## config.mk

```make
export PLATFORM = sky130hd
export DESIGN_NAME = smooth_random_modulator
export DESIGN_NICKNAME = d
export VERILOG_FILES = /design/src/hw/rtl/srm_pkg.sv /design/src/hw/rtl/srm_div.sv /design/src/hw/rtl/srm_mul.sv /design/src/hw/rtl/smooth_random_modulator.sv
export SDC_FILE = /design/constraint.sdc
export NUM_CORES = 1
export LEC_CHECK = 0
export BUFFER_PORTS_ARGS = -buffer_cell sky130_fd_sc_hd__buf_2
export CELL_PAD_IN_SITES_DETAIL_PLACEMENT = 0
export CELL_PAD_IN_SITES_GLOBAL_PLACEMENT = 1
export CORE_UTILIZATION = 40
export DETAILED_ROUTE_END_ITERATION = 8
export PLACE_DENSITY = 0.73
export SETUP_SLACK_MARGIN = 0.3
export SYNTH_ARGS = -nofsm -noshare
export SYNTH_HDL_FRONTEND = slang
export SYNTH_HIERARCHICAL = 1
export SYNTH_SLANG_ARGS = --single-unit
```

## constraint.sdc

```tcl
create_clock -name clk -period 6.5 [get_ports clk]
set_input_delay 1.3 -clock clk [delete_from_list [all_inputs] [get_ports clk]]
set_output_delay 1.3 -clock clk [all_outputs]
set_load 0.02 [all_outputs]
```

## src/hw/rtl/srm_pkg.sv

```systemverilog
// ----------------------------------------------------------------------------
// srm_pkg
// payload types, register codes, sequencer states and fixed constants of the
// smooth random modulator
// ----------------------------------------------------------------------------
package srm_pkg;

	// one input item
	typedef struct packed {
		logic signed [14:0] strength_cv;
		logic        [15:0] random_value;
	} req_t;

	// one result item
	typedef struct packed {
		logic signed [14:0] level_mv;
		logic               retargeted;
	} rsp_t;

	localparam int CFG_IDX_W  = 3;
	localparam int CFG_DATA_W = 24;

	typedef enum logic [CFG_IDX_W-1:0] {
		REG_PERIOD    = 3'd0,
		REG_MIN_LEVEL = 3'd1,
		REG_MAX_LEVEL = 3'd2,
		REG_MAGNET    = 3'd3,
		REG_STRENGTH  = 3'd4
	} cfg_reg_t;

	typedef enum logic [1:0] {
		MAG_LOW  = 2'd0,
		MAG_MID  = 2'd1,
		MAG_HIGH = 2'd2
	} magnet_t;

	// register reset values
	localparam logic        [23:0] PERIOD_RST = 24'd48000;
	localparam logic signed [14:0] MIN_RST    = 15'sd0;
	localparam logic signed [14:0] MAX_RST    = 15'sd10000;
	localparam logic        [16:0] SBASE_RST  = 17'd32768;

	// full strength in q0.16
	localparam logic [16:0] STRENGTH_FULL = 17'd65536;

	// output saturation in mV
	localparam logic signed [16:0] LEVEL_MAX = 17'sd10000;
	localparam logic signed [16:0] LEVEL_MIN = -17'sd10000;

	// serial divider: dividend bits and step count
	localparam int DIV_NUM_W  = 27;
	localparam int DIV_STEP_W = 5;

	// cv * 65536 / 10000 == (cv << 12) / 625
	localparam int                    CV_SHIFT     = 12;
	localparam int                    CV_DIVISOR   = 625;
	localparam logic [DIV_STEP_W-1:0] CV_DIV_STEPS = 5'd27;

	typedef struct packed {
		logic                  start;
		logic [DIV_STEP_W-1:0] steps;
	} div_ctl_t;

	typedef enum logic [3:0] {
		ST_IDLE,
		ST_CV_GO,
		ST_CV_RUN,
		ST_RT_GO,
		ST_RT_RUN,
		ST_DV_GO,
		ST_DV_RUN,
		ST_PP_GO,
		ST_PP_RUN,
		ST_SM_GO,
		ST_SM_RUN,
		ST_BL_GO,
		ST_BL_RUN,
		ST_SC_GO,
		ST_SC_RUN,
		ST_OUT
	} state_t;

endpackage

```

## src/hw/rtl/srm_div.sv

```systemverilog
// ----------------------------------------------------------------------------
// srm_div
// bit-serial restoring divider, one quotient bit per cycle, dividend bits
// fed msb first after a preloaded partial remainder
// ----------------------------------------------------------------------------
module srm_div
	import srm_pkg::*;
#(
	parameter int REM_W = 24,
	parameter int QUO_W = 18
) (
	input  logic                 clk,
	input  logic                 arst_n,
	input  div_ctl_t             ctl,
	input  logic [REM_W-1:0]     divisor,
	input  logic [REM_W-1:0]     rem_init,
	input  logic [DIV_NUM_W-1:0] num,
	output logic                 done,
	output logic [QUO_W-1:0]     quotient
);

	logic [REM_W-1:0]      d_q;
	logic [REM_W-1:0]      r_q;
	logic [DIV_NUM_W-1:0]  n_q;
	logic [QUO_W-1:0]      q_q;
	logic [DIV_STEP_W-1:0] cnt_q;
	logic                  busy_q;
	logic                  done_q;

	logic [REM_W:0]   rem_sh;
	logic [REM_W:0]   rem_sub;
	logic             rem_ge;
	logic [REM_W-1:0] rem_next;

	always_comb begin
		rem_sh   = {r_q, n_q[DIV_NUM_W-1]};
		rem_sub  = rem_sh - {1'b0, d_q};
		rem_ge   = rem_sh >= {1'b0, d_q};
		rem_next = rem_ge ? rem_sub[REM_W-1:0] : rem_sh[REM_W-1:0];
	end

	always_ff @(posedge clk or negedge arst_n) begin
		if (!arst_n) begin
			cnt_q  <= '0;
			busy_q <= 1'b0;
			done_q <= 1'b0;
		end else if (ctl.start) begin
			cnt_q  <= ctl.steps;
			busy_q <= 1'b1;
			done_q <= 1'b0;
		end else if (busy_q) begin
			cnt_q <= cnt_q - DIV_STEP_W'(1);
			if (cnt_q == DIV_STEP_W'(1)) begin
				busy_q <= 1'b0;
				done_q <= 1'b1;
			end
		end else begin
			done_q <= 1'b0;
		end
	end

	always_ff @(posedge clk) begin
		if (ctl.start) begin
			d_q <= divisor;
			r_q <= rem_init;
			n_q <= num;
			q_q <= '0;
		end else if (busy_q) begin
			r_q <= rem_next;
			n_q <= {n_q[DIV_NUM_W-2:0], 1'b0};
			q_q <= {q_q[QUO_W-2:0], rem_ge};
		end
	end

	assign done     = done_q;
	assign quotient = q_q;

endmodule

```

## src/hw/rtl/srm_mul.sv

```systemverilog
// ----------------------------------------------------------------------------
// srm_mul
// bit-serial shift-add multiplier, signed multiplicand times unsigned
// multiplier, one multiplier bit per cycle, lsb first
// ----------------------------------------------------------------------------
module srm_mul #(
	parameter int A_W = 19,
	parameter int B_W = 18
) (
	input  logic                   clk,
	input  logic                   arst_n,
	input  logic                   start,
	input  logic signed [A_W-1:0]  a,
	input  logic        [B_W-1:0]  b,
	output logic                   done,
	output logic signed [A_W+B_W:0] product
);

	localparam int CW = $clog2(B_W + 1);

	logic signed [A_W-1:0] a_q;
	logic signed [A_W:0]   hi_q;
	logic        [B_W-1:0] lo_q;
	logic        [CW-1:0]  cnt_q;
	logic                  busy_q;
	logic                  done_q;

	logic signed [A_W:0] addend;
	logic signed [A_W:0] hi_sum;

	always_comb begin
		addend = lo_q[0] ? {a_q[A_W-1], a_q} : '0;
		hi_sum = hi_q + addend;
	end

	always_ff @(posedge clk or negedge arst_n) begin
		if (!arst_n) begin
			cnt_q  <= '0;
			busy_q <= 1'b0;
			done_q <= 1'b0;
		end else if (start) begin
			cnt_q  <= CW'(B_W);
			busy_q <= 1'b1;
			done_q <= 1'b0;
		end else if (busy_q) begin
			cnt_q <= cnt_q - CW'(1);
			if (cnt_q == CW'(1)) begin
				busy_q <= 1'b0;
				done_q <= 1'b1;
			end
		end else begin
			done_q <= 1'b0;
		end
	end

	// partial product shifts right, multiplier bits drop out the bottom
	always_ff @(posedge clk) begin
		if (start) begin
			a_q  <= a;
			hi_q <= '0;
			lo_q <= b;
		end else if (busy_q) begin
			hi_q <= {hi_sum[A_W], hi_sum[A_W:1]};
			lo_q <= {hi_sum[0], lo_q[B_W-1:1]};
		end
	end

	assign done    = done_q;
	assign product = $signed({hi_q, lo_q});

endmodule

```

## src/hw/rtl/smooth_random_modulator.sv

```systemverilog
// ----------------------------------------------------------------------------
// smooth_random_modulator
// one smooth random modulation track: a tick counter walks a segment, each
// new segment draws a target pulled toward a magnet point, and the level
// glides along a smoothstep from the old target to the new one, scaled into
// the min/max window in millivolts
// ----------------------------------------------------------------------------
//
//  channel | handshake             | payload
//  --------+-----------------------+------------------------------------------
//  cfg     | cfg_valid / cfg_ready | cfg_index (register), cfg_data
//  req     | req_valid / req_ready | req_t: strength_cv, random_value
//  rsp     | rsp_valid / rsp_ready | rsp_t: level_mv, retargeted
//
//  an item runs the bit-serial divider for count/period, then the bit-serial
//  multiplier four times in turn (progress squared, smoothstep, blend and
//  window scaling); an item that starts a new segment first divides the
//  strength by 625 (a 27-bit dividend) and forms the target product with the
//  multiplier
//  reset sets the counter, both levels and the config registers to defaults
//  a result waits in the output register; the next item is taken meanwhile
//  and its work only holds in the last state while that register is full
//  cfg_ready is always high; a register write lands at the edge that takes it
//
module smooth_random_modulator
	import srm_pkg::*;
#(
	parameter int FRAC_BITS  = 16,
	parameter int COUNT_BITS = 24
) (
	input  logic                  clk,
	input  logic                  arst_n,
	input  logic                  cfg_valid,
	output logic                  cfg_ready,
	input  logic [CFG_IDX_W-1:0]  cfg_index,
	input  logic [CFG_DATA_W-1:0] cfg_data,
	input  logic                  req_valid,
	output logic                  req_ready,
	input  req_t                  req,
	output logic                  rsp_valid,
	input  logic                  rsp_ready,
	output rsp_t                  rsp
);

	// widths of the shared arithmetic
	localparam int F   = FRAC_BITS;
	localparam int CB  = COUNT_BITS;
	localparam int MB  = F + 2;                       // multiplier operand
	localparam int AW  = (F + 3 > 17) ? F + 3 : 17;   // signed multiplicand
	localparam int PW  = AW + MB + 1;                 // product
	localparam int QW  = (F + 1 > 18) ? F + 1 : 18;   // quotient
	localparam int PEW = (CB > 24) ? CB : 24;         // period compare

	localparam logic [63:0] ONE64     = 64'd1 << F;
	localparam logic [63:0] ONE3_64   = 64'd3 << F;
	localparam logic [63:0] CNT_LIM64 = (64'd1 << CB) - 64'd2;

	localparam logic [F:0]    ONE_S  = ONE64[F:0];
	localparam logic [MB-1:0] ONE_B  = ONE64[MB-1:0];
	localparam logic [MB-1:0] ONE3_B = ONE3_64[MB-1:0];
	localparam logic [QW-1:0] ONE_Q  = ONE64[QW-1:0];

	// ------------------------------------------------------------------
	// registers
	// ------------------------------------------------------------------
	state_t state_q, state_d;

	// configuration
	logic        [23:0] period_q;
	logic signed [14:0] min_q;
	logic signed [14:0] max_q;
	logic        [1:0]  magnet_q;
	logic        [16:0] sbase_q;

	// track state
	logic [CB-1:0] cnt_q;
	logic [F:0]    start_q;
	logic [F:0]    target_q;

	// current item and intermediate results
	logic signed [14:0] cv_q;
	logic        [15:0] rnd_q;
	logic               rt_q;
	logic [F:0]         s_q;
	logic [F:0]         p_q;
	logic [F:0]         q_q;
	logic [F:0]         sm_q;
	logic [F:0]         y_q;

	// output register
	rsp_t rsp_q;
	logic rsp_valid_q;

	// ------------------------------------------------------------------
	// shared units
	// ------------------------------------------------------------------
	div_ctl_t             div_ctl;
	logic [CB-1:0]        div_divisor;
	logic [CB-1:0]        div_rem_init;
	logic [DIV_NUM_W-1:0] div_num;
	logic                 div_done;
	logic [QW-1:0]        div_quo;

	logic                 mul_start;
	logic signed [AW-1:0] mul_a;
	logic        [MB-1:0] mul_b;
	logic                 mul_done;
	logic signed [PW-1:0] mul_p;

	logic rsp_load;

	srm_div #(
		.REM_W(CB),
		.QUO_W(QW)
	) u_div (
		.clk     (clk),
		.arst_n  (arst_n),
		.ctl     (div_ctl),
		.divisor (div_divisor),
		.rem_init(div_rem_init),
		.num     (div_num),
		.done    (div_done),
		.quotient(div_quo)
	);

	srm_mul #(
		.A_W(AW),
		.B_W(MB)
	) u_mul (
		.clk    (clk),
		.arst_n (arst_n),
		.start  (mul_start),
		.a      (mul_a),
		.b      (mul_b),
		.done   (mul_done),
		.product(mul_p)
	);

	// ------------------------------------------------------------------
	// effective period: clamped to [1, 2^COUNT_BITS - 2] so the counter
	// never wraps
	// ------------------------------------------------------------------
	logic [PEW:0]  period_x;
	logic [PEW:0]  pe_x;
	logic [CB-1:0] pe;
	logic          rt_now;

	always_comb begin
		period_x = {{(PEW + 1 - 24){1'b0}}, period_q};
		if (period_x == '0)
			pe_x = {{PEW{1'b0}}, 1'b1};
		else if (period_x > CNT_LIM64[PEW:0])
			pe_x = CNT_LIM64[PEW:0];
		else
			pe_x = period_x;
		pe     = pe_x[CB-1:0];
		// counter past the period starts a new segment
		rt_now = cnt_q > pe;
	end

	// ------------------------------------------------------------------
	// strength: base + trunc(cv * 65536 / 10000), clamped to [0, full]
	// the divider works on |cv| and the sign is put back afterwards
	// ------------------------------------------------------------------
	logic               cv_neg;
	logic [14:0]        cv_mag;
	logic [17:0]        cv_quo;
	logic signed [19:0] s_sum;
	logic [16:0]        s16;
	logic [F+16:0]      s_scaled;
	logic [F:0]         s_new;

	always_comb begin
		cv_neg = cv_q[14];
		cv_mag = cv_neg ? (~cv_q + 15'd1) : cv_q;
		cv_quo = div_quo[17:0];
		s_sum  = $signed({3'b0, sbase_q})
			+ (cv_neg ? -$signed({2'b0, cv_quo}) : $signed({2'b0, cv_quo}));
		if (s_sum < 0)
			s16 = '0;
		else if (s_sum > $signed({3'b0, STRENGTH_FULL}))
			s16 = STRENGTH_FULL;
		else
			s16 = s_sum[16:0];
		// q0.16 to q0.F, low bits dropped or zero-filled
		s_scaled = {s16, {F{1'b0}}} >> 16;
		s_new    = s_scaled[F:0];
	end

	// ------------------------------------------------------------------
	// new target: (r * (1 - s) + magnet * s) >> F
	// ------------------------------------------------------------------
	logic [F+15:0]  r_scaled;
	logic [F-1:0]   r_val;
	logic [MB-1:0]  one_minus_s;
	logic [2*F+1:0] magnet_term;
	logic [2*F+1:0] target_sum;
	logic [F:0]     target_new;

	always_comb begin
		r_scaled    = {rnd_q, {F{1'b0}}} >> 16;
		r_val       = r_scaled[F-1:0];
		one_minus_s = ONE_B - {1'b0, s_q};
		unique case (magnet_q)
			MAG_MID:  magnet_term = {{(F + 1){1'b0}}, s_q} << (F - 1);
			MAG_HIGH: magnet_term = {{(F + 1){1'b0}}, s_q} << F;
			default:  magnet_term = '0;   // lower magnet and the unused code
		endcase
		target_sum = mul_p[2*F+1:0] + magnet_term;
		target_new = target_sum[2*F:F];
	end

	// ------------------------------------------------------------------
	// progress and smoothstep
	// ------------------------------------------------------------------
	logic [F:0]    p_new;
	logic [MB-1:0] three_minus_2p;
	logic [F+2:0]  sm_full;
	logic [F:0]    sm_new;

	always_comb begin
		p_new          = (div_quo > ONE_Q) ? ONE_S : div_quo[F:0];
		three_minus_2p = ONE3_B - {p_q, 1'b0};
		sm_full        = mul_p[2*F+2:F];
		sm_new         = (sm_full > {2'b0, ONE_S}) ? ONE_S : sm_full[F:0];
	end

	// ------------------------------------------------------------------
	// blend: start + floor((target - start) * sm / ONE)
	// ------------------------------------------------------------------
	logic signed [F+1:0]  lvl_diff;
	logic signed [PW-1:0] prod_sh;
	logic signed [F+2:0]  y_sum;
	logic [F:0]           y_new;

	always_comb begin
		lvl_diff = $signed({1'b0, target_q}) - $signed({1'b0, start_q});
		prod_sh  = mul_p >>> F;
		y_sum    = $signed({2'b0, start_q}) + $signed(prod_sh[F+2:0]);
		if (y_sum[F+2])
			y_new = '0;
		else if (y_sum > $signed({2'b0, ONE_S}))
			y_new = ONE_S;
		else
			y_new = y_sum[F:0];
	end

	// ------------------------------------------------------------------
	// window scaling and saturation
	// ------------------------------------------------------------------
	logic               bounds_swap;
	logic signed [14:0] lo_lvl;
	logic signed [14:0] hi_lvl;
	logic signed [15:0] span_s;
	logic [15:0]        span;
	logic [15:0]        span_part;
	logic signed [16:0] level_raw;
	logic signed [16:0] level_sat;

	always_comb begin
		bounds_swap = min_q > max_q;
		lo_lvl      = bounds_swap ? max_q : min_q;
		hi_lvl      = bounds_swap ? min_q : max_q;
		span_s      = $signed({hi_lvl[14], hi_lvl}) - $signed({lo_lvl[14], lo_lvl});
		span        = span_s;
		span_part   = mul_p[F+15:F];
		level_raw   = $signed({{2{lo_lvl[14]}}, lo_lvl}) + $signed({1'b0, span_part});
		if (level_raw > LEVEL_MAX)
			level_sat = LEVEL_MAX;
		else if (level_raw < LEVEL_MIN)
			level_sat = LEVEL_MIN;
		else
			level_sat = level_raw;
	end

	// ------------------------------------------------------------------
	// unit operands, selected by the sequencer state
	// ------------------------------------------------------------------
	always_comb begin
		if (state_q == ST_DV_GO) begin
			// count << F over the period; the counter never exceeds the
			// period here, so the quotient has F+1 bits
			div_divisor  = pe;
			div_rem_init = cnt_q >> 1;
			div_num      = {cnt_q[0], {(DIV_NUM_W - 1){1'b0}}};
		end else begin
			div_divisor  = CB'(CV_DIVISOR);
			div_rem_init = '0;
			div_num      = {cv_mag, {CV_SHIFT{1'b0}}};
		end
	end

	always_comb begin
		unique case (state_q)
			ST_RT_GO: begin
				mul_a = $signed({{(AW - F){1'b0}}, r_val});
				mul_b = one_minus_s;
			end
			ST_PP_GO: begin
				mul_a = $signed({{(AW - F - 1){1'b0}}, p_q});
				mul_b = {1'b0, p_q};
			end
			ST_SM_GO: begin
				mul_a = $signed({{(AW - F - 1){1'b0}}, q_q});
				mul_b = three_minus_2p;
			end
			ST_BL_GO: begin
				mul_a = {{(AW - F - 2){lvl_diff[F+1]}}, lvl_diff};
				mul_b = {1'b0, sm_q};
			end
			default: begin
				// window scaling
				mul_a = $signed({{(AW - 16){1'b0}}, span});
				mul_b = {1'b0, y_q};
			end
		endcase
	end

	// ------------------------------------------------------------------
	// sequencer: next state
	// ------------------------------------------------------------------
	always_comb begin
		state_d = state_q;
		unique case (state_q)
			ST_IDLE:   if (req_valid) state_d = rt_now ? ST_CV_GO : ST_DV_GO;
			ST_CV_GO:  state_d = ST_CV_RUN;
			ST_CV_RUN: if (div_done) state_d = ST_RT_GO;
			ST_RT_GO:  state_d = ST_RT_RUN;
			ST_RT_RUN: if (mul_done) state_d = ST_DV_GO;
			ST_DV_GO:  state_d = ST_DV_RUN;
			ST_DV_RUN: if (div_done) state_d = ST_PP_GO;
			ST_PP_GO:  state_d = ST_PP_RUN;
			ST_PP_RUN: if (mul_done) state_d = ST_SM_GO;
			ST_SM_GO:  state_d = ST_SM_RUN;
			ST_SM_RUN: if (mul_done) state_d = ST_BL_GO;
			ST_BL_GO:  state_d = ST_BL_RUN;
			ST_BL_RUN: if (mul_done) state_d = ST_SC_GO;
			ST_SC_GO:  state_d = ST_SC_RUN;
			ST_SC_RUN: if (mul_done) state_d = ST_OUT;
			ST_OUT:    if (!rsp_valid_q || rsp_ready) state_d = ST_IDLE;
			default:   state_d = ST_IDLE;
		endcase
	end

	// ------------------------------------------------------------------
	// sequencer: outputs
	// ------------------------------------------------------------------
	always_comb begin
		req_ready     = 1'b0;
		div_ctl.start = 1'b0;
		div_ctl.steps = CV_DIV_STEPS;
		mul_start     = 1'b0;
		rsp_load      = 1'b0;
		unique case (state_q)
			ST_IDLE:  req_ready = 1'b1;
			ST_CV_GO: div_ctl.start = 1'b1;
			ST_DV_GO: begin
				div_ctl.start = 1'b1;
				div_ctl.steps = DIV_STEP_W'(F + 1);
			end
			ST_RT_GO, ST_PP_GO, ST_SM_GO, ST_BL_GO, ST_SC_GO: mul_start = 1'b1;
			ST_OUT:   rsp_load = !rsp_valid_q || rsp_ready;
			default: ;
		endcase
	end

	// ------------------------------------------------------------------
	// control and track state
	// ------------------------------------------------------------------
	always_ff @(posedge clk or negedge arst_n) begin
		if (!arst_n) begin
			state_q     <= ST_IDLE;
			period_q    <= PERIOD_RST;
			min_q       <= MIN_RST;
			max_q       <= MAX_RST;
			magnet_q    <= MAG_LOW;
			sbase_q     <= SBASE_RST;
			cnt_q       <= '0;
			start_q     <= '0;
			target_q    <= '0;
			rsp_valid_q <= 1'b0;
		end else begin
			state_q <= state_d;

			// register writes; unknown indexes fall through
			if (cfg_valid && cfg_ready) begin
				unique case (cfg_index)
					REG_PERIOD:    period_q <= cfg_data;
					REG_MIN_LEVEL: min_q    <= cfg_data[14:0];
					REG_MAX_LEVEL: max_q    <= cfg_data[14:0];
					REG_MAGNET:    magnet_q <= cfg_data[1:0];
					REG_STRENGTH:  sbase_q  <= cfg_data[16:0];
					default: ;
				endcase
			end

			// new segment: counter restarts, old target becomes the start
			if (req_valid && req_ready && rt_now) begin
				cnt_q   <= '0;
				start_q <= target_q;
			end

			if (state_q == ST_RT_RUN && mul_done)
				target_q <= target_new;

			if (rsp_load)
				cnt_q <= cnt_q + CB'(1);

			if (rsp_load)
				rsp_valid_q <= 1'b1;
			else if (rsp_ready)
				rsp_valid_q <= 1'b0;
		end
	end

	// ------------------------------------------------------------------
	// item payload and intermediate results
	// ------------------------------------------------------------------
	always_ff @(posedge clk) begin
		if (req_valid && req_ready) begin
			cv_q  <= req.strength_cv;
			rnd_q <= req.random_value;
			rt_q  <= rt_now;
		end
		if (state_q == ST_CV_RUN && div_done)
			s_q <= s_new;
		if (state_q == ST_DV_RUN && div_done)
			p_q <= p_new;
		if (state_q == ST_PP_RUN && mul_done)
			q_q <= mul_p[2*F:F];
		if (state_q == ST_SM_RUN && mul_done)
			sm_q <= sm_new;
		if (state_q == ST_BL_RUN && mul_done)
			y_q <= y_new;
		// scaling product still sits in the multiplier
		if (rsp_load) begin
			rsp_q.level_mv   <= level_sat[14:0];
			rsp_q.retargeted <= rt_q;
		end
	end

	assign cfg_ready = 1'b1;
	assign rsp_valid = rsp_valid_q;
	assign rsp       = rsp_q;

endmodule

```

==> out/results.tsv, run 1 <==
metric	value	unit
status	finished clean	
syn_to_final_growth	11.7	%
antenna_found_initial	0	
yosys_warnings	6	
rsz0062_at_grt	no	
drt-pass1-iter-count	9	
antenna-diode-count	0	
setup_viol	0	
r2r_cells	21	
min_path_type	register to register	
final.setup_skew	0.0281	ns
reg2reg_from	max_q[8]$_DFFE_PN1P_	
routed_wirelength	84.8	mm
insertion_delay	0.61	ns
drt-initial-drc-count	1916	
hold_violations	0	
max_slew_margin	21.7	%
drc	0	
die_w	266	um
holdWs	0.427	ns
cp.required	6.85	ns
powerDensity	503	nW/um^2
critPathKind	register to register	
end_kind	register	
grt_max_degree	91	
postCtsSetupBuffers	0	
die-area	70900	um^2
vias	22400	
layout-drive-gt1-share	13.6	%
initial_core_util	40.6	%
ir_worst_vdd	0.248	mV
root_buffer	clkbuf_16	
cts_max_level	2	
cap_violations	0	
cts_sinks	432	
io_buffer_count	80	
arrival	6.07	ns
synth_area	27900	um^2
post-route-period-util	87.9	%
syn_avg_cell_area	9.81	um^2
hpwl	63.2	mm
numCtsBuffers	51	
setup_tns	0	ns
crit_fanout	9	
cts_tree	yes	
tightest_slew	1.17	ns
via_per_inst	5.74	
grt_pass1_vias	21600	
num_rows	96	
p_leak	12.8	nW
grt_usage	23.9	%
nNetsFinal	3178	
hold_depth	0	
place_congestion	0.950	
overflow	0	
coreArea	68800	um^2
clk_path_buf_depth	3	
die_height	266	um
maxSlewViolCount	0	
wl_per_cell	21.7	um
crit_path_start_kind	register	
grt_pass1_wl	130	mm
syn_inst	2849	
ios	82	
crit_path_start	max_q[8]$_DFFE_PN1P_	
antenna_left	0	
min_from	rt_q$_DFFE_PP_	
fmax	175	MHz
cts.reportedPaths.clkPinSlew	0.06	ns
fin_crit	5.72	ns
-- cells in the final DEF (no fill, tap or decap), types with 12 or more instances in the layout --
cell / instances
and2_1: 89
nor4_1: 29
inv_1: 155
or2_2: 12
o211ai_1: 17
a22o_1: 19
dfxtp_1: 37
buf_4: 44
o221ai_1: 14
a211oi_1: 21
edfxtp_1: 245
o21a_1: 28
nand3_1: 77
nand4_1: 29
a22oi_1: 15
nand2b_1: 30
and3_1: 40
a21oi_1: 148
or3_1: 24
conb_1: 17
buf_2: 79
xor2_1: 76
o21bai_1: 15
o21ai_0: 170
a222oi_1: 25
dfstp_2: 13
nand2_1: 272
ha_1: 178
or4_1: 13
nor2_1: 200
o31ai_1: 25
clkbuf_16: 53
xnor2_1: 83
nor3_1: 44
a21o_1: 55
nor2b_1: 31
a31oi_1: 20
dfrtp_1: 137
mux2_2: 94
mux2i_1: 45
-- repair_timing --
action	4_1_cts	5_1_grt
setup endpoints to repair	0	5
hold buffers	0	0
resized for setup	0	1
-- layout make-up --
| class | count | area [um^2] |
|---|---|---|
| multi-input cells | 2162 | 15200 |
| clock inverters | 24 | 220 |
| clock buffers | 70 | 1480 |
| fillers | 6538 | 37600 |
| repair buffers | 124 | 737 |
| inverters | 159 | 597 |
| flip-flops and latches | 432 | 11900 |
| well taps | 931 | 1160 |
-- worst paths after layout --
kind                                         endpoint  slack, ns
min reg2reg                          rsp[0]$_DFFE_PP_       0.43
max                              rsp[5]$_SDFFCE_PP1P_       0.78
max in group asynchronous      state_q[1]$_DFFE_PN0P_       4.29
min                                  rsp[0]$_DFFE_PP_       0.43
min in group asynchronous  u_mul/cnt_q[3]$_DFFE_PN0P_       0.72
max reg2reg                      rsp[5]$_SDFFCE_PP1P_       0.78
-- stage by stage --
step	setup WS (ns)	util [%]	total power, W	instance area, um^2	cells
final	0.784	45.4	0.0157	31200	3902
after CTS	0.629	45.4	0.0157	31200	3902
after floorplan	1.07	-	0.0104	28000	2864
after global placement	0.781	42.9	0.0125	29500	3808
after detailed placement	0.654	42.9	0.0127	29500	3808
after global routing	0.373	45.4	0.0168	31200	3902
-- routing by layer --
metal | routed length [um] | global-route usage (%) | vias to the layer above | share of wire [%]
met3 | 5250 | 3.33 | 150 | 6.2
met1 | 37900 | 32.9 | 10900 | 45
met4 | 2970 | 8.54 | 0 | 3.5
met5 | 0 | 0 | - | 0
met2 | 38600 | 38.2 | 667 | 46
li1 | - | - | 10600 | -
-- critical path, stage by stage, from the launching register on --
cell	delay, ns
dfstp_2	0.53
inv_1	0.07
ha_1	0.46
nand4_2	0.24
o41ai_2	0.42
o21a_2	0.22
a21oi_2	0.04
buf_4	0.19
o21ai_0	0.26
ha_1	0.25
inv_1	0.06
fa_1	0.40
nand3b_1	0.20
a31o_2	0.24
a21oi_2	0.29
a22o_1	0.24
o21ai_0	0.11
a21oi_1	0.31
o311a_1	0.23
o211a_1	0.26
mux2i_1	0.19
or2_1	0.24
-- where the power goes --
part | internal [W] | total [W] | switching [W]
Combinational | 0.00328 | 0.00811 | 0.00483
Clock | 0.00171 | 0.00294 | 0.00123
Sequential | 0.00395 | 0.00466 | 0.000705
Total | 0.00895 | 0.0157 | 0.00676
-- registers in the layout, summed over array words and instances (netlist names), 19 cells and up --
register / flops
period_q: 24
u_div/r_q: 24
u_mul/hi_q: 19
u_mul/a_q: 19
u_div/n_q: 27
u_div/d_q: 24
cnt_q: 24
Note: power is estimated with default switching activity, not from simulation.
==> run 2, diff against run 1 <==
--- a/config.mk
+++ b/config.mk
@@ -10,7 +10,7 @@
 export CELL_PAD_IN_SITES_GLOBAL_PLACEMENT = 1
 export CORE_UTILIZATION = 40
 export DETAILED_ROUTE_END_ITERATION = 8
-export PLACE_DENSITY = 0.73
+export PLACE_DENSITY = 0.65
 export SETUP_SLACK_MARGIN = 0.3
 export SYNTH_ARGS = -nofsm -noshare
 export SYNTH_HDL_FRONTEND = slang
==> constraint.sdc (replaced) <==
create_clock -name clk -period 6.5 [get_ports clk]
set_input_delay 0.65 -clock clk [delete_from_list [all_inputs] [get_ports clk]]
set_output_delay 0.65 -clock clk [all_outputs]
set_load 0.02 [all_outputs]
==> out/results.tsv, run 2 (same netlist as run 1, synthesis figures left out) <==
metric	value	unit	change
status	finished clean		
cts_max_level	2		unchanged
grt_pass1_vias	21800		+0.87%
setup_viol	0		unchanged
cts_tree	yes		
place_congestion	0.908		-4.4%
rsz0062_at_grt	no		
final_cell_mix	nand2_1, edfxtp_1, nor2_1, ha_1, o21ai_0		
final_common_cell	nand2_1		
max_slew_margin	18.9	%	-2.7 points
powerDensity	506	nW/um^2	+0.59%
hpwl	65.9	mm	+4.1%
num_rows	96		unchanged
antenna_found_initial	5		+5
drt-pass1-iter-count	8		-1
r2r_cells	20		-4.8%
die-area	70900	um^2	unchanged
utilization	45.6	%	+0.20 points
post-route-period-util	89.1	%	+1.2 points
dpl_worst_slack	0.572	ns	-0.0818 ns
reg2reg_from	max_q[4]$_DFFE_PN1P_		
critPathKind	register to register		
p_leak	12.9	nW	+0.58%
insertion_delay	0.62	ns	about the same
maxSlewViolCount	0		unchanged
die_w	266	um	unchanged
io_buffer_count	80		unchanged
nNetsFinal	3185		+0.22%
syn_to_final_growth	12.2	%	
antenna-diode-count	0		unchanged
holdWs	0.211	ns	-0.215 ns
clk_path_buf_depth	3		unchanged
cts_sinks	432		unchanged
antenna_left	0		unchanged
largest_reg_flops	27		unchanged
vias	22200		-0.72%
setup_ws	0.708	ns	-0.0761 ns
initial_core_util	40.6	%	unchanged
dpl-instance-area	29600	um^2	+0.11%
end_kind	register		
via_per_inst	5.68		-1.0%
drc	0		unchanged
crit_path_start	max_q[4]$_DFFE_PN1P_		
regMostFlops	u_div/n_q		
crit_end	rsp[1]$_SDFFCE_PP0P_		
hold_depth	1		+1
coreArea	68800	um^2	unchanged
overflow	0		unchanged
crit_path_start_kind	register		
final.setup_skew	0.0199	ns	-0.00817 ns
setup_tns	0	ns	unchanged
layout-drive-gt1-share	14.1	%	+0.45 points
wl_per_cell	22.5	um	+3.7%
ios	82		unchanged
root_buffer	clkbuf_16		
arrival	6.13	ns	+0.06 ns
hold_violations	0		unchanged
grt_usage	24.7	%	+0.85 points
min_path_type	input port to register		
numCtsBuffers	53		+3.9%
cp.required	6.84	ns	about the same
r2r-end	rsp[1]$_SDFFCE_PP0P_		
fin_area	31400	um^2	+0.45%
routed_wirelength	88.2	mm	+4.0%
fin_crit	5.79	ns	+0.0761 ns
reg2reg_setup_slack	0.71	ns	-0.08 ns
grt_max_degree	64		-30%
cts.reportedPaths.clkPinSlew	0.06	ns	about the same
ir_worst_vdd	0.247	mV	-0.69%
die_height	266	um	unchanged
drt-initial-drc-count	2005		+4.6%
cap_violations	0		unchanged
grt_pass1_wl	134	mm	+2.6%
tightest_slew	1.21	ns	+0.0380 ns
postCtsSetupBuffers	0		unchanged
fmax	173	MHz	-1.3%
crit_fanout	27		+18
## run 2: stage by stage
stage | power (W) | std cells
3_5_place_dp | 0.0128 | 3812
6_report | 0.0159 | 3913
2_1_floorplan | 0.0104 | 2864
3_3_place_gp | 0.0126 | 3812
5_1_grt | 0.0170 | 3913
4_1_cts | 0.0159 | 3913
## run 2: where the power goes
group,leakage (nW),internal [W],switching [W],total [W]
logic,7.47,0.00330,0.00489,0.00819
clock network,0.887,0.00182,0.00124,0.00306
registers,4.49,0.00395,0.000670,0.00462
total,12.9,0.00907,0.00680,0.0159
## run 2: worst min path at each step
stage                              start                    to  slack, ns
after floorplan                   arst_n  cnt_q[0]$_DFFE_PN0P_       0.35
final                             req[4]    r_val[4]$_DFFE_PP_       0.21
after global placement    rt_q$_DFFE_PP_      rsp[0]$_DFFE_PP_       0.42
after global routing              req[7]    r_val[7]$_DFFE_PP_       0.18
after detailed placement  rt_q$_DFFE_PP_      rsp[0]$_DFFE_PP_       0.41
after CTS                         req[7]    r_val[7]$_DFFE_PP_       0.18
## run 2: what timing repair did
item,CTS,global route
hold buffers,1,0
hold endpoints to repair,4,0
setup endpoints to repair,0,6
gates resized for setup,0,4
## run 2: worst max-delay path, stage by stage, from the launching register on
cell      delay (ns)
dfstp_2         0.55
inv_1           0.07
ha_1            0.38
a21o_1          0.21
a211o_1         0.29
o221ai_1        0.36
a21o_2          0.31
buf_6           0.26
nand2_1         0.09
o21ai_0         0.17
ha_1            0.35
nand3b_1        0.13
a31o_2          0.18
a21oi_2         0.10
a221oi_1        0.37
o21ai_0         0.13
a31o_2          0.24
a21o_1          0.18
xnor2_1         0.54
mux2i_1         0.51
nor2b_1         0.09
## run 2: area by class of cell
class / instances / area, um^2
fill: 6613 / 37500
inverter: 159 / 597
sequential: 432 / 11900
timing repair buffer: 129 / 781
tap: 931 / 1160
multi-input combinational: 2162 / 15200
clock inverter: 31 / 289
clock buffer: 69 / 1500
## run 2: metal layers
layer  vias to the layer above  routed length [um]  track usage (%)  share of wire [%]
li1                      10700                   -                -                  -
met1                     10900               39600             33.2                 45
met2                       548               41000             41.1                 47
met3                       150                4550             3.38                5.2
met4                        10                2960             7.88                3.4
met5                         -                  68                0              0.077
==> run 3, diff against run 2 <==
--- a/config.mk
+++ b/config.mk
@@ -10,9 +10,8 @@
 export CELL_PAD_IN_SITES_GLOBAL_PLACEMENT = 1
 export CORE_UTILIZATION = 40
 export DETAILED_ROUTE_END_ITERATION = 8
-export PLACE_DENSITY = 0.65
+export PLACE_DENSITY_LB_ADDON = 0.1
 export SETUP_SLACK_MARGIN = 0.3
 export SYNTH_ARGS = -nofsm -noshare
 export SYNTH_HDL_FRONTEND = slang
-export SYNTH_HIERARCHICAL = 1
 export SYNTH_SLANG_ARGS = --single-unit
==> out/results.tsv, run 3 <==
metric	value	unit	change
die_w	258	um	-3.2%
layout-drive-gt1-share	11.2	%	-2.8 points
initial_core_util	40.5	%	-0.11 points
tightest_slew	1.18	ns	-0.0240 ns
ys_top_cells_by_area	edfxtp_1, dfrtp_1, ha_1		
hold_buffers	0		-1
synthMuxAreaShare	3.85	%	
yosysTopAreaCell	edfxtp_1		
fin_crit	5.94	ns	+0.149 ns
cts_max_level	2		unchanged
grt_usage	25.1	%	+0.36 points
grt_pass1_vias	20400		-6.5%
cts_tree	yes		
place_congestion	0.881		-3.0%
num_rows	93		-3.1%
synth-compound-area-share	17.1	%	
final_common_cell	nand2_1		
hpwl	62.4	mm	-5.2%
yosys-top-cells-count	nand2_1, edfxtp_1, o21ai_0		
vias	21100		-5.3%
final.setup_skew	0.0292	ns	+0.00924 ns
dpl_worst_slack	0.348	ns	-0.224 ns
overflow	0		unchanged
antenna_found_initial	0		-5
routed_wirelength	84.2	mm	-4.5%
yosysUniqueCellTypes	82		
grt_pass1_wl	127	mm	-4.9%
min_path_type	input port to async pin		
synth_ff_type	edfxtp_1		
yosysSeqAreaShare	43.9	%	
max_slew_margin	20.7	%	+1.8 points
ios	82		unchanged
post-route-period-util	91.4	%	+2.3 points
arrival	6.29	ns	+0.16 ns
via_per_inst	5.71		+0.55%
syn_nets	2966		
die-area	66400	um^2	-6.4%
drc	0		unchanged
antenna-diode-count	0		unchanged
synth-simple-area-share	16.5	%	
synthArstFlopShare	35.8	%	
synth_area	26200	um^2	-6.4%
synth_adder_area_share	9.05	%	
critPathKind	register to register		
die_height	258	um	-3.2%
cts_sinks	419		-3.0%
cp.required	6.85	ns	about the same
setup_tns	0	ns	unchanged
antenna_left	0		unchanged
clk_path_buf_depth	3		unchanged
cts.reportedPaths.clkPinSlew	0.06	ns	about the same
syn_to_final_growth	12.2	%	about the same
root_buffer	clkbuf_16		
cap_violations	0		unchanged
synth-xor-area-share	5.69	%	
powerDensity	507	nW/um^2	+0.11%
crit_fanout	20		-26%
ir_worst_vdd	0.248	mV	+0.60%
yosysMostFrequentCell	nand2_1		
coreArea	64600	um^2	-6.2%
syn_avg_cell_area	9.62	um^2	-1.9%
end_kind	register		
yosysTopAreaCellShare	26.6	%	
synth_top_family_by_area	compound AO/OA/AOI/OAI gates		
numCtsBuffers	51		-3.8%
fillers	6233		-5.7%
ys_ff_latch	419		
setup_ws	0.559	ns	-0.149 ns
status	finished clean		
maxSlewViolCount	0		unchanged
setup_viol	0		unchanged
grt_max_degree	85		+33%
fmax	168	MHz	-2.5%
crit_path_start_kind	register		
wl_per_cell	22.9	um	+1.4%
insertion_delay	0.61	ns	about the same
final_cell_mix	nand2_1, edfxtp_1, o21ai_0, nor2_1, ha_1		
hold_violations	0		unchanged
io_buffer_count	80		unchanged
syn_inst	2718		-4.6%
drt-initial-drc-count	1691		-16%
nNetsFinal	3036		-4.7%
p_total	0.0149	W	-6.3%
yosys_warnings	0		-6
drt-pass1-iter-count	8		unchanged
p_leak	12.1	nW	-5.7%
synth_enable_flop_cells	232		
rsz0062_at_grt	no		
## run 3: critical path, cell delays in order (launching register included)
cell and delay (ns):
dfstp_2 0.56, inv_1 0.06, ha_2 0.41, nand4_1 0.25, nor4_2 0.29, nor2_1 0.10
a21oi_2 0.24, nand2_1 0.18, buf_8 0.21, mux2_2 0.33, ha_1 0.33, o21ai_1 0.19
nor2_1 0.06, a221o_1 0.37, a41o_1 0.30, or3_1 0.45, or4_1 0.49, a311oi_1 0.36
or3_1 0.20, mux2_2 0.23, nor2b_1 0.06
## run 3: layout make-up
type | count | area (um^2) | area share [%]
clock buffers | 67 | 1450 | 4.94
clock inverters | 28 | 245 | 0.836
inverters | 167 | 627 | 2.14
multi-input cells | 2030 | 13800 | 46.9
flip-flops and latches | 419 | 11500 | 39.1
well taps | 855 | 1070 | 3.64
repair buffers | 119 | 707 | 2.41
## run 3: logic make-up after synthesis
family                   after synthesis
AO/OA/AOI/OAI                        699
XOR/XNOR                             170
multiplexers                          94
other                                  1
adder cells (fa/ha/maj)              185
AND/OR/NAND/NOR                      881
flip-flops                           419
buffers and inverters                269
## run 3: path summary, 6_finish.rpt
check | start | end | slack (ns) | cells past startpoint
worst min-delay path | arst_n | target_q[16]$_DFFE_PN0P_ | 0.15 | 1
min in group clk | req[27] | cv_q[11]$_DFFE_PP_ | 0.21 | 1
max in group asynchronous | arst_n | u_div.busy_q$_DFF_PN0_ | 4.83 | 2
worst max-delay path | max_q[10]$_DFFE_PN1P_ | rsp[3]$_SDFFCE_PP0P_ | 0.56 | 20
worst min register to register | u_mul.hi_q[17]$_SDFFE_PN0P_ | u_mul.hi_q[17]$_SDFFE_PN0P_ | 0.49 | 1
worst max register to register | max_q[10]$_DFFE_PN1P_ | rsp[3]$_SDFFCE_PP0P_ | 0.56 | 20
## run 3: per-stage QoR
stage,util [%],hold WS [ns],instance area (um^2),cells
2_1_floorplan,-,0.354,26200,2718
3_3_place_gp,42.7,0.458,27600,3589
3_5_place_dp,42.7,0.472,27600,3589
4_1_cts,45.4,0.155,29300,3684
5_1_grt,45.4,0.194,29400,3685
6_report,45.4,0.154,29400,3685
## run 3: where the power goes
group | total, W | internal [W] | switching [W] | leakage (nW)
Sequential | 0.00449 | 0.00380 | 0.000693 | 4.28
Clock | 0.00289 | 0.00169 | 0.00120 | 0.824
Combinational | 0.00749 | 0.00291 | 0.00458 | 7.01
## run 3: what timing repair did
action                                  4_1_cts  5_1_grt
setup buffers                                 0        1
resized for setup                             0       13
endpoints found under the setup margin        0       13
## run 3: per-layer routing
layer,up-vias,routed length (um),track usage (%)
li1,10100,-,-
met1,10300,38500,35.0
met2,553,39300,40.9
met3,113,4090,3.00
met4,0,2340,7.26
met5,-,0,0
